--- config.mk ---
export PLATFORM = sky130hd
export DESIGN_NAME = ipv4_cidr_validator_core_flat
export DESIGN_NICKNAME = d
export VERILOG_FILES = /design/src/hdl/cidr_pkg.sv /design/src/hdl/cidr_char_if.sv /design/src/hdl/cidr_result_if.sv /design/src/hdl/cidr_step.sv /design/src/hdl/cidr_verdict.sv /design/src/hdl/ipv4_cidr_validator_core.sv /design/src/flat_wrapper.sv
export SDC_FILE = /design/constraint.sdc
export NUM_CORES = 1
export LEC_CHECK = 0
export BUFFER_PORTS_ARGS = -buffer_cell sky130_fd_sc_hd__buf_4
export CAP_MARGIN = 20
export CORE_MARGIN = 5
export CORE_UTILIZATION = 60
export CTS_CLUSTER_DIAMETER = 60
export CTS_CLUSTER_SIZE = 12
export DETAILED_ROUTE_END_ITERATION = 10
export PLACE_DENSITY = 0.76
export SLEW_MARGIN = 20
export SYNTH_ARGS = -nofsm -noshare
export SYNTH_HDL_FRONTEND = slang
export SYNTH_HIERARCHICAL = 1
export SYNTH_SLANG_ARGS = --single-unit
--- constraint.sdc ---
create_clock -name clk -period 5 [get_ports clk]
set_input_delay 0.5 -clock clk [delete_from_list [all_inputs] [get_ports clk]]
set_output_delay 0.5 -clock clk [all_outputs]
set_load 0.05 [all_outputs]
--- src/hdl/cidr_pkg.sv ---
// Shared types and constants for the IPv4 CIDR validator.
// No dependencies; cidr_step, cidr_verdict and ipv4_cidr_validator_core import this package.
`default_nettype none

package cidr_pkg;

  // Character codes
  localparam logic [7:0] CH_DOT   = 8'h2E;
  localparam logic [7:0] CH_SLASH = 8'h2F;
  localparam logic [7:0] CH_ZERO  = 8'h30;
  localparam logic [7:0] CH_NINE  = 8'h39;

  // Octet and prefix limits
  localparam logic [8:0] OCTET_MAX  = 9'd255;
  localparam logic [8:0] OCTET_SAT  = 9'd256;
  localparam logic [5:0] PREFIX_MAX = 6'd32;
  localparam logic [5:0] PREFIX_SAT = 6'd33;
  localparam logic [1:0] LAST_OCTET = 2'd3;

  // Parser state carried from one character to the next
  typedef struct packed {
    logic        in_prefix;
    logic [1:0]  octet_count;
    logic [8:0]  octet_value;
    logic [1:0]  octet_digits;
    logic        octet_leading_zero;
    logic [31:0] address_shift;
    logic [5:0]  prefix_value;
    logic        prefix_seen_digit;
    logic        error_seen;
  } cidr_state_t;

  // One result word
  typedef struct packed {
    logic        valid_res;
    logic [31:0] address;
    logic [5:0]  prefix_len;
  } cidr_result_t;

  // An octet may close: nonempty, no leading zero unless it is a lone 0, at most 255
  function automatic logic octet_ok(input cidr_state_t s);
    octet_ok = (s.octet_digits != 2'd0)
            && !(s.octet_leading_zero && (s.octet_digits >= 2'd2))
            && (s.octet_value <= OCTET_MAX);
  endfunction

endpackage

`default_nettype wire

--- src/hdl/cidr_char_if.sv ---
// Character channel: one text byte per word plus an end-of-text mark.
// No dependencies.
`default_nettype none

interface cidr_char_if;
  logic       valid;
  logic       ready;
  logic [7:0] character;
  logic       is_last;

  modport source (output valid, output character, output is_last, input ready);
  modport sink   (input valid, input character, input is_last, output ready);
endinterface

`default_nettype wire

--- src/hdl/cidr_result_if.sv ---
// Result channel: verdict, address and prefix length per word.
// No dependencies.
`default_nettype none

interface cidr_result_if;
  logic        valid;
  logic        ready;
  logic        valid_res;
  logic [31:0] address;
  logic [5:0]  prefix_len;

  modport source (output valid, output valid_res, output address, output prefix_len,
                  input ready);
  modport sink   (input valid, input valid_res, input address, input prefix_len,
                  output ready);
endinterface

`default_nettype wire

--- src/hdl/cidr_step.sv ---
// Per-character parser update: current state and one byte give the next state.
// Depends on cidr_pkg.
`default_nettype none

module cidr_step (
  input  cidr_pkg::cidr_state_t state,
  input  logic [7:0]            character,
  output cidr_pkg::cidr_state_t state_next
);
  import cidr_pkg::*;

  logic        is_digit;
  logic [3:0]  digit;
  logic [11:0] octet_acc;
  logic [8:0]  prefix_acc;
  logic        close_ok;

  assign is_digit   = (character >= CH_ZERO) && (character <= CH_NINE);
  assign digit      = character[3:0];
  assign octet_acc  = {3'b000, state.octet_value} * 12'd10 + {8'h00, digit};
  assign prefix_acc = {3'b000, state.prefix_value} * 9'd10 + {5'b00000, digit};
  assign close_ok   = octet_ok(state);

  // Advance the parser; once an error is seen, hold everything
  always_comb begin
    state_next = state;
    if (!state.error_seen) begin
      if (!state.in_prefix) begin
        if (is_digit) begin
          if ((state.octet_digits == 2'd0) && (digit == 4'd0)) begin
            state_next.octet_leading_zero = 1'b1;
          end
          state_next.octet_value = (octet_acc > {3'b000, OCTET_MAX}) ? OCTET_SAT
                                                                      : octet_acc[8:0];
          if (state.octet_digits < 2'd2) begin
            state_next.octet_digits = state.octet_digits + 2'd1;
          end
        end else if (character == CH_DOT) begin
          if (state.octet_count == LAST_OCTET) begin
            state_next.error_seen = 1'b1;
          end else begin
            if (close_ok) begin
              state_next.address_shift = {state.address_shift[23:0], state.octet_value[7:0]};
              state_next.octet_count   = state.octet_count + 2'd1;
            end else begin
              state_next.error_seen = 1'b1;
            end
            state_next.octet_value        = '0;
            state_next.octet_digits       = '0;
            state_next.octet_leading_zero = 1'b0;
          end
        end else if (character == CH_SLASH) begin
          if (state.octet_count != LAST_OCTET) begin
            state_next.error_seen = 1'b1;
          end else begin
            if (close_ok) begin
              state_next.address_shift = {state.address_shift[23:0], state.octet_value[7:0]};
              state_next.in_prefix     = 1'b1;
            end else begin
              state_next.error_seen = 1'b1;
            end
            state_next.octet_value        = '0;
            state_next.octet_digits       = '0;
            state_next.octet_leading_zero = 1'b0;
          end
        end else begin
          state_next.error_seen = 1'b1;
        end
      end else begin
        if (is_digit) begin
          state_next.prefix_value = (prefix_acc > {3'b000, PREFIX_MAX}) ? PREFIX_SAT
                                                                         : prefix_acc[5:0];
          state_next.prefix_seen_digit = 1'b1;
        end else begin
          state_next.error_seen = 1'b1;
        end
      end
    end
  end

endmodule

`default_nettype wire

--- src/hdl/cidr_verdict.sv ---
// End-of-text check: closes the last octet, checks prefix and host bits.
// Depends on cidr_pkg.
`default_nettype none

module cidr_verdict (
  input  cidr_pkg::cidr_state_t  state,
  output cidr_pkg::cidr_result_t result
);
  import cidr_pkg::*;

  logic        ok;
  logic [31:0] addr;
  logic [5:0]  plen;
  logic [31:0] tail_mask;

  // Finish the address or the prefix, whichever part the text ended in
  always_comb begin
    ok   = !state.error_seen;
    addr = state.address_shift;
    plen = PREFIX_MAX;
    if (ok && !state.in_prefix) begin
      ok   = (state.octet_count == LAST_OCTET) && octet_ok(state);
      addr = {state.address_shift[23:0], state.octet_value[7:0]};
    end else if (ok) begin
      ok   = state.prefix_seen_digit && (state.prefix_value >= 6'd1)
          && (state.prefix_value <= PREFIX_MAX);
      plen = state.prefix_value;
    end
  end

  // Reject a zero address or an address with host bits set
  assign tail_mask = (plen >= PREFIX_MAX) ? 32'h0000_0000 : (32'hFFFF_FFFF >> plen[4:0]);

  always_comb begin
    result = '0;
    if (ok && (addr != 32'h0000_0000) && ((addr & tail_mask) == 32'h0000_0000)) begin
      result.valid_res  = 1'b1;
      result.address    = addr;
      result.prefix_len = plen;
    end
  end

endmodule

`default_nettype wire

--- src/hdl/ipv4_cidr_validator_core.sv ---
// IPv4 CIDR validator: usage notes
//
// chars   : sink of text words, one ASCII byte each; is_last marks the end of a text.
// results : source of one word per text (valid_res, address, prefix_len); address
//           and prefix_len are zero when the text is not a canonical nonzero CIDR.
// A word moves when valid and ready are both high at a rising edge of clk.
//
// Throughput: one character per cycle unless a result stalls; texts follow with no gap.
// Path: a taken character waits in the input register, then the parse and check logic
// loads the result register; a last character waits there while the earlier result is
// not yet taken. The per-character update plus the end-of-text check is the single
// logic stage between those two registers.
//
// Reset (rst, synchronous): empties the input and result registers, holds chars.ready
// low and returns the parser to the start of a text.
// Stall: while a result waits for results.ready, characters keep being taken until a
// second last character reaches the input register; that one holds, and chars.ready
// falls, until the waiting result is taken.
// Depends on cidr_pkg, cidr_char_if, cidr_result_if, cidr_step, cidr_verdict.
`default_nettype none

module ipv4_cidr_validator_core (
  input  wire           clk,
  input  wire           rst,
  cidr_char_if.sink     chars,
  cidr_result_if.source results
);
  import cidr_pkg::*;

  logic         s1_valid;
  logic [7:0]   s1_character;
  logic         s1_last;
  logic         s1_advance;
  cidr_state_t  state;
  cidr_state_t  state_next;
  cidr_result_t result_next;

  // A last character needs a free result register; others always move on
  assign s1_advance  = s1_valid && (!s1_last || !results.valid || results.ready);
  assign chars.ready = !rst && (!s1_valid || s1_advance);

  // Input register
  always_ff @(posedge clk) begin
    if (rst) begin
      s1_valid <= 1'b0;
    end else if (chars.ready) begin
      s1_valid <= chars.valid;
    end
    if (chars.ready && chars.valid) begin
      s1_character <= chars.character;
      s1_last      <= chars.is_last;
    end
  end

  cidr_step u_step (
    .state      (state),
    .character  (s1_character),
    .state_next (state_next)
  );

  cidr_verdict u_verdict (
    .state  (state_next),
    .result (result_next)
  );

  // Parser state: advance per character, clear after the last one
  always_ff @(posedge clk) begin
    if (rst) begin
      state <= '0;
    end else if (s1_advance) begin
      state <= s1_last ? '0 : state_next;
    end
  end

  // Result register: load on a last character, drop once taken
  always_ff @(posedge clk) begin
    if (rst) begin
      results.valid <= 1'b0;
    end else if (s1_advance && s1_last) begin
      results.valid <= 1'b1;
    end else if (results.ready) begin
      results.valid <= 1'b0;
    end
    if (s1_advance && s1_last) begin
      results.valid_res  <= result_next.valid_res;
      results.address    <= result_next.address;
      results.prefix_len <= result_next.prefix_len;
    end
  end

endmodule

`default_nettype wire

--- src/flat_wrapper.sv ---
// flat-port wrapper written by rule: the top's interface ports become plain ports
module ipv4_cidr_validator_core_flat import cidr_pkg::*;
  (clk, rst, chars_valid, chars_character, chars_is_last, chars_ready, results_valid, results_valid_res, results_address, results_prefix_len, results_ready);
  cidr_char_if chars_i ();
  cidr_result_if results_i ();
  input  wire clk;
  input  wire rst;
  input wire logic [$bits(chars_i.valid)-1:0] chars_valid;
  input wire logic [$bits(chars_i.character)-1:0] chars_character;
  input wire logic [$bits(chars_i.is_last)-1:0] chars_is_last;
  output wire logic [$bits(chars_i.ready)-1:0] chars_ready;
  output wire logic [$bits(results_i.valid)-1:0] results_valid;
  output wire logic [$bits(results_i.valid_res)-1:0] results_valid_res;
  output wire logic [$bits(results_i.address)-1:0] results_address;
  output wire logic [$bits(results_i.prefix_len)-1:0] results_prefix_len;
  input wire logic [$bits(results_i.ready)-1:0] results_ready;
  assign chars_i.valid = chars_valid;
  assign chars_i.character = chars_character;
  assign chars_i.is_last = chars_is_last;
  assign chars_ready = chars_i.ready;
  assign results_valid = results_i.valid;
  assign results_valid_res = results_i.valid_res;
  assign results_address = results_i.address;
  assign results_prefix_len = results_i.prefix_len;
  assign results_i.ready = results_ready;
  ipv4_cidr_validator_core u_core (.clk(clk), .rst(rst), .chars(chars_i), .results(results_i));
endmodule
==> metrics.md, run 1 <==
| Metric | Value |
|---|---|
| Status | `finished, final reports clean` |
| Post-detailed-route count of antenna-violating nets | `0` |
| Clock sink count | `105` |
| Worst R2R Setup Slack | `0.28 ns` |
| TritonCTS clock tree | `done` |
| # IOs | `54` |
| Area of the multi-input gates | `~4500 um2` |
| First-pass GRT wire length | `approximately 33,000 um` |
| Nets | `around 860` |
| Layout area overhead | `14.5%` |
| Largest net degree at the start of global routing | `56` |
| Vias | `about 6,500` |
| Avg Cell Area, Syn | `between 9 and 10 um2` |
| Final period utilization | `0.945` |
| Clock Path Buffers | `2` |
| Layout cell share with drive strength beyond 1 | `0.270` |
| Hold Crit Class | `primary input to flip-flop` |
| Syn Inst Count | `about 750` |
| Peak VDD IR | `between 0.0002 and 0.00025 V` |
| Die height | `120 um` |
| Largest family of logic cells by synthesized area | `compound AO/OA/AOI/OAI gates` |
| Power density over the cells | `between 200 and 250 nW/um2` |
| Maximum capacitance violations | `0` |
| Clk_skew | `0.0103 ns` |
| Vias in the first global route | `a little over 6,000` |
| Slew Limit Fails | `0` |
| Vias per inst | `approximately 6.8` |
| Post-route setup slack | `around 0.28 ns` |
| RSZ-0062 raised after global routing | `no` |
| Post-Syn Area | `~7300 um2` |
| Core box area | `between 10,000 and 15,000 um2` |
| Fillers | `between 800 and 900` |
| Pre-CTS setup slack | `between 0.01 and 0.015 ns` |
| Most common cell after layout, fill and taps aside | `buf_4` |
| Routability cong. | `approximately 0.95` |
| Ant diodes | `0` |
| GR Util All Layers | `0.289` |
| First drt pass iteration count | `5` |
| FF-to-FF path depth | `18` |
| Flop pwr share | `0.514` |
| Port bufs | `53` |
| Synth area leaders | `edfxtp_1 (20%), dfxtp_1 (16%), mux2i_1 (5.5%)` |
| Register bit total from synthesis | `about 110` |
| Setup crit end kind | `flip-flop` |
| Hold Buf Count CTS | `0` |
| Critical R2R Capture | `u_core/results.address[14]` |
| Num CTS Buffers | `9` |
| Sequential element share of the synthesized area | `0.353` |
| Count of cell types in the netlist | `89` |
| Largest fanout on the critical path | `29` |
| Worst Tran Pin Value | `between 1 and 1.5 ns` |
| Post-synth ARST share | `0` |
| Clock Latency Late Sink | `0.36 ns` |
| Logic pwr share | `0.068` |
| Finished Cell Area | `approximately 8400 um2` |
| Total Die Area | `14,500 um2` |
| Cell Int Power | `approximately 1300 uW` |
| Antenna violations before repair | `0` |
| Cell row count | `40` |
| Seq. cell area | `roughly 2600 um2` |
| Leak | `0.00324 uW` |
| Crit path kind | `flip-flop to flip-flop` |
| Setup violators final | `0` |
| Post-DP HPWL | `~15,000 um` |
| Post-synth top area share | `0.197` |
| Placed Area | `slightly below 8000 um2` |
| Max-slew headroom | `0.241` |
| Final hold violations | `0` |
| Cell taking the most area after synthesis | `edfxtp_1` |
| Critical Path Source Type | `flip-flop` |
| Worst path required time | `5.10 ns` |
| Fmax achieved | `212 MHz` |
| Hold Crit Start | `chars_is_last` |
| Grt total ovfl | `0` |
| Initial DRC Count | `around 690` |
| Synth Area in Compound Gates | `0.230` |
| Clk slew on worst S/H paths | `roughly 0.080 ns` |
| Hold Path End | `u_core/s1_last` |
| Placed cells | `between 900 and 1,000` |
| Most used DFF post-synth | `dfxtp_1` |
| Adder-Cell Fraction of Synth Area | `0.0640` |
| Crit path arrival time | `around 4.8 ns` |
| Min Hold Slack | `between 0.3 and 0.4 ns` |
| Setup TNS | `0 ns` |
| Die width | `120 um` |
| Synth Area in Simple Gates | `0.189` |
| Initial Util | `0.611` |
| Post-Layout Cell Count | `959` |
| Drt drc | `0` |
| Net Sw Frac | `0.248` |
| XOR/XNOR share of the synthesized area | `0.0178` |
| WHS Path Cells | `1` |
| Root Buffer Master | `clkbuf_16` |
| Synth warnings | `6` |
| Most frequent cells in the layout | `buf_4 (91), dfxtp_1 (56), nor3_1 (56), edfxtp_1 (48), a21oi_1 (43)` |
| Clk pwr share | `0.418` |
| Routed len/inst | `approximately 22 um` |
| Post-synth EDFFs | `48` |
| Max H-tree Level | `3` |
| Syn nets | `796` |
| Mux contribution to synthesized area | `0.0948` |
| Net switching power | `about 440 uW` |
| Min cycle time layout | `approximately 4.7 ns` |
| Total Wirelength | `approximately 21,000 um` |
| Reg-to-reg startpoint | `u_core/state[46]` |
==> power groups by stage <==
stage	clock [uW]	sequential (uW)	combinational [uW]
2_1_floorplan	0	976	47.6
3_3_place_gp	0	937	118
3_5_place_dp	0	938	119
4_1_cts	753	918	119
5_1_grt	791	920	128
6_report	747	918	122
==> worst max path at each step <==
stage,slack (ns),startpoint,cells after the start,endpoint
2_1_floorplan,0.44,u_core/state[44],19,u_core/results.prefix_len[3]
3_3_place_gp,0.18,u_core/state[46],17,u_core/results.address[31]
3_5_place_dp,0.01,u_core/state[46],17,u_core/results.address[20]
4_1_cts,0.07,u_core/state[46],17,u_core/results.address[20]
5_1_grt,0.002,u_core/state[46],17,u_core/results.address[0]
6_report,0.28,u_core/state[46],18,u_core/results.address[14]
==> what timing repair did <==
action	in CTS	in global routing
endpoints found under the hold margin	0	0
pin swaps	0	7
buffers inserted	0	3
endpoints found under the setup margin	4	37
gates resized for setup	1	18
gates cloned	0	0
==> metal layers <==
metal / GRT usage / routed length (um) / vias up
met5: 0 / 0 / -
met4: 0.129 / 642 / 0
met3: 0.0500 / 1660 / 45
met2: 0.466 / 9930 / 312
met1: 0.380 / 8670 / 3156
li1: - / - / 3031
==> cell type report <==
| type | count | share of cell area |
|---|---|---|
| flip-flops and latches | 105 | 0.309 |
| repair buffers | 95 | 0.0901 |
| multi-input cells | 577 | 0.534 |
| clock buffers | 9 | 0.0269 |
| inverters | 19 | 0.00852 |
| well taps | 147 | 0.0220 |
| clock inverters | 7 | 0.00972 |
==> cells in the mapped netlist (all sizes together), types with 4 or more instances <==
cell type,number
a21o,7
o31ai,5
or2,6
mux2i,42
nor3b,8
a22o,56
or3,8
buf,31
a21oi,44
nor4,22
xnor2,9
o21ai,40
nor3,63
mux2,22
a22oi,6
dfxtp,57
xor2,5
o21a,4
nor2,38
o211ai,9
a2111oi,4
nand3,17
nor2b,8
and2,7
ha,31
inv,19
a211oi,6
edfxtp,48
o22ai,5
a31oi,9
nand4,7
fa,4
clkbuf,16
nand2,38
==> kinds of logic after synthesis <==
group	count (synthesis)
xor gates and xnor gates	14
adders and majority gates	35
muxes	64
buffers and inverters	66
DFF	105
AOI/OAI and AO/OA	221
and+or+nand+nor	243
==> registers in the layout, summed over array words and instances (netlist names) <==
register,flops
u_core/state,55
u_core/results.address,32
u_core/s1_character,8
u_core/results.prefix_len,6
u_core/results.valid,1
u_core/results.valid_res,1
u_core/s1_last,1
u_core/s1_valid,1
==> through the flow <==
step	power [uW]	util
floorplan	1020	-
global placement	1060	0.663
detailed placement	1060	0.663
CTS	1790	0.689
global route	1840	0.700
finish	1790	0.700
==> worst max-delay path, cell delays in order (launching register included) <==
cell and delay (ns):
dfxtp_2 0.35, ha_1 0.28, ha_1 0.25, fa_2 0.41, a211oi_4 0.28, o22ai_1 0.17, nor4b_4 0.38, nor2_1 0.12
nor2_2 0.25, o21ai_0 0.18, buf_4 0.18, nor4_1 0.27, nand2_1 0.10, or3_1 0.31, a22oi_1 0.17, a311o_1 0.31
or2_1 0.18, buf_12 0.20, a211oi_2 0.07
Power figures use the tool's default switching activity.
==> inputs of run 2 (changes only) <==
--- a/config.mk
+++ b/config.mk
@@ -13,6 +13,7 @@
 export CTS_CLUSTER_SIZE = 12
 export DETAILED_ROUTE_END_ITERATION = 10
 export PLACE_DENSITY = 0.76
+export REMOVE_ABC_BUFFERS = 1
 export SLEW_MARGIN = 20
 export SYNTH_ARGS = -nofsm -noshare
 export SYNTH_HDL_FRONTEND = slang
==> metrics.md, run 2 (synthesis gave the netlist of run 1 again) <==
| Metric | Value |
|---|---|
| Worst path required time | `5.14 ns (+0.04 ns)` |
| Finished Cell Area | `8420 um2 (+0.60%)` |
| Max H-tree Level | `3 (unchanged)` |
| Largest fanout on the critical path | `29 (unchanged)` |
| Pre-CTS setup slack | `-0.0412 ns (-0.0562 ns)` |
| Reg with most FFs | `u_core/state` |
| # IOs | `54 (unchanged)` |
| Total Die Area | `14,500 um2 (unchanged)` |
| Die height | `120 um (unchanged)` |
| Routed len/inst | `22.4 um (+2.9%)` |
| Post-Layout Cell Count | `973 (+1.5%)` |
| Post-detailed-route count of antenna-violating nets | `0 (unchanged)` |
| Leak | `0.00329 uW (+1.6%)` |
| Clock Latency Late Sink | `0.36 ns (about the same)` |
| Worst Tran Pin Value | `0.993 ns (-0.133 ns)` |
| Post-DP HPWL | `15,400 um (+2.4%)` |
| First-pass GRT wire length | `33,700 um (+0.83%)` |
| Clk_skew | `0.00543 ns (-0.00487 ns)` |
| Min cycle time layout | `4.85 ns (+0.129 ns)` |
| Crit path kind | `flip-flop to flip-flop` |
| Top Registers | `u_core/state: 55 flops, u_core/results.address: 32 flops, u_core/s1_character: 8 flops` |
| Num CTS Buffers | `9 (unchanged)` |
| Antenna violations before repair | `0 (unchanged)` |
| First drt pass iteration count | `5 (unchanged)` |
| Nets | `869 (+1.6%)` |
| Port bufs | `53 (unchanged)` |
| GR Util All Layers | `0.294 (+0.00544)` |
| Clock sink count | `105 (unchanged)` |
| Clock Path Buffers | `2 (unchanged)` |
| Placed cells | `941 (+0.21%)` |
| Largest net degree at the start of global routing | `56 (unchanged)` |
| Vias | `6,673 (+2.0%)` |
| Clk slew on worst S/H paths | `0.07 ns (about the same)` |
| Slew Limit Fails | `0 (unchanged)` |
| Initial DRC Count | `790 (+14%)` |
| Hold Crit Class | `primary input to flip-flop` |
| Layout area overhead | `15.2%` |
| Max reg flops | `55 (unchanged)` |
| Routability cong. | `1.02 (+6.8%)` |
| Crit path arrival time | `4.99 ns (+0.17 ns)` |
| Hold Buf Count CTS | `0 (unchanged)` |
| Vias in the first global route | `6,100 (-1.4%)` |
| Worst R2R Setup Slack | `0.15 ns (-0.13 ns)` |
| Drt drc | `0 (unchanged)` |
| RSZ-0062 raised after global routing | `no` |
| Placed Area | `7940 um2 (about the same)` |
| Fmax achieved | `206 MHz (-2.7%)` |
| Max-slew headroom | `0.331 (+0.0898)` |
| Power density over the cells | `205 nW/um2 (-3.7%)` |
| Final hold violations | `0 (unchanged)` |
| Setup crit end kind | `flip-flop` |
| Final period utilization | `0.971 (+0.0258)` |
| Most frequent cells in the layout | `buf_4 (106), dfxtp_1 (57), nor3_1 (56), edfxtp_1 (48), a21oi_1 (43)` |
| Setup violators final | `0 (unchanged)` |
| Layout cell share with drive strength beyond 1 | `0.280 (+0.00996)` |
| Critical Path Source Type | `flip-flop` |
| Die width | `120 um (unchanged)` |
| Final design utilization | `0.704 (+0.00418)` |
| Maximum capacitance violations | `0 (unchanged)` |
| TritonCTS clock tree | `done` |
| Initial Util | `0.611 (unchanged)` |
| Min Hold Slack | `0.310 ns (-0.00560 ns)` |
| Cell row count | `40 (unchanged)` |
| Status | `finished, final reports clean` |
| Vias per inst | `6.86 (+0.50%)` |
| Core box area | `12,000 um2 (unchanged)` |
| Most common cell after layout, fill and taps aside | `buf_4` |
| Root Buffer Master | `clkbuf_16` |
| Post-route setup slack | `0.147 ns (-0.129 ns)` |
| Grt total ovfl | `0 (unchanged)` |
| Ant diodes | `0 (unchanged)` |
| Total Wirelength | `21,800 um (+4.4%)` |
| Peak VDD IR | `0.000183 V (-14%)` |
## run 2: cell types whose count changed in the layout (fill, tap and decap cells not counted), sizes merged
cell,before,now
buf,95,109
inv,24,20
clkinv,1,4
clkbuf,9,11
bufinv,1,0
## run 2: what timing repair did
action / 4_1_cts / 5_1_grt
gates resized for setup: 1 / 15
gates cloned: 0 / 0
setup endpoints to repair: 22 / 39
pin swaps: 0 / 5
setup buffers: 0 / 15
## run 2: per-stage QoR
stage | power [uW] | setup TNS [ns]
3_3_place_gp | 1060 | 0
6_report | 1730 | 0
2_1_floorplan | 1010 | -41.67
3_5_place_dp | 1060 | -0.155
4_1_cts | 1740 | 0
5_1_grt | 1790 | 0
## run 2: cell type report
type	instances	area [um2]
fill	948	3540
timing repair buffer	109	847
clock buffer	11	244
sequential	105	2580
tap	147	184
clock inverter	5	40.0
multi-input combinational	577	4450
inverter	19	71.3
## run 2: worst max-delay path, cell delays in order (launching register included)
cell and delay, ns:
dfxtp_1 0.41, ha_1 0.26, ha_1 0.24, fa_1 0.47
a211oi_4 0.31, o22ai_1 0.17, nor4b_4 0.33, buf_4 0.18
and3b_1 0.23, o21ai_0 0.10, a21bo_2 0.24, nor4_2 0.37
a31oi_1 0.14, a311o_1 0.41, or2_1 0.28, buf_12 0.18
nor3_1 0.30
## run 2: power by group
part	internal [uW]	leakage, uW	total (uW)	switching, uW
Sequential	909	0.000854	919	9.48
Clock	357	0.000143	687	330
Combinational	37.0	0.00230	125	87.5
## run 2: path summary, 6_finish.rpt
| check | from | endpoint | cells past startpoint |
|---|---|---|---|
| setup / recovery | u_core/state[46] | u_core/results.address[4] | 16 |
| hold / removal | chars_character[1] | u_core/s1_character[1] | 1 |
| setup reg to reg | u_core/state[46] | u_core/results.address[4] | 16 |
| hold reg to reg | u_core/state[1] | u_core/state[1] | 1 |
## run 2: metal layers
layer | routed length (um) | vias up | global-route usage
met5 | 0 | - | 0
met4 | 586 | 0 | 0.0970
met3 | 1770 | 59 | 0.0636
met2 | 9990 | 318 | 0.446
met1 | 9490 | 3237 | 0.418
li1 | - | 3059 | -
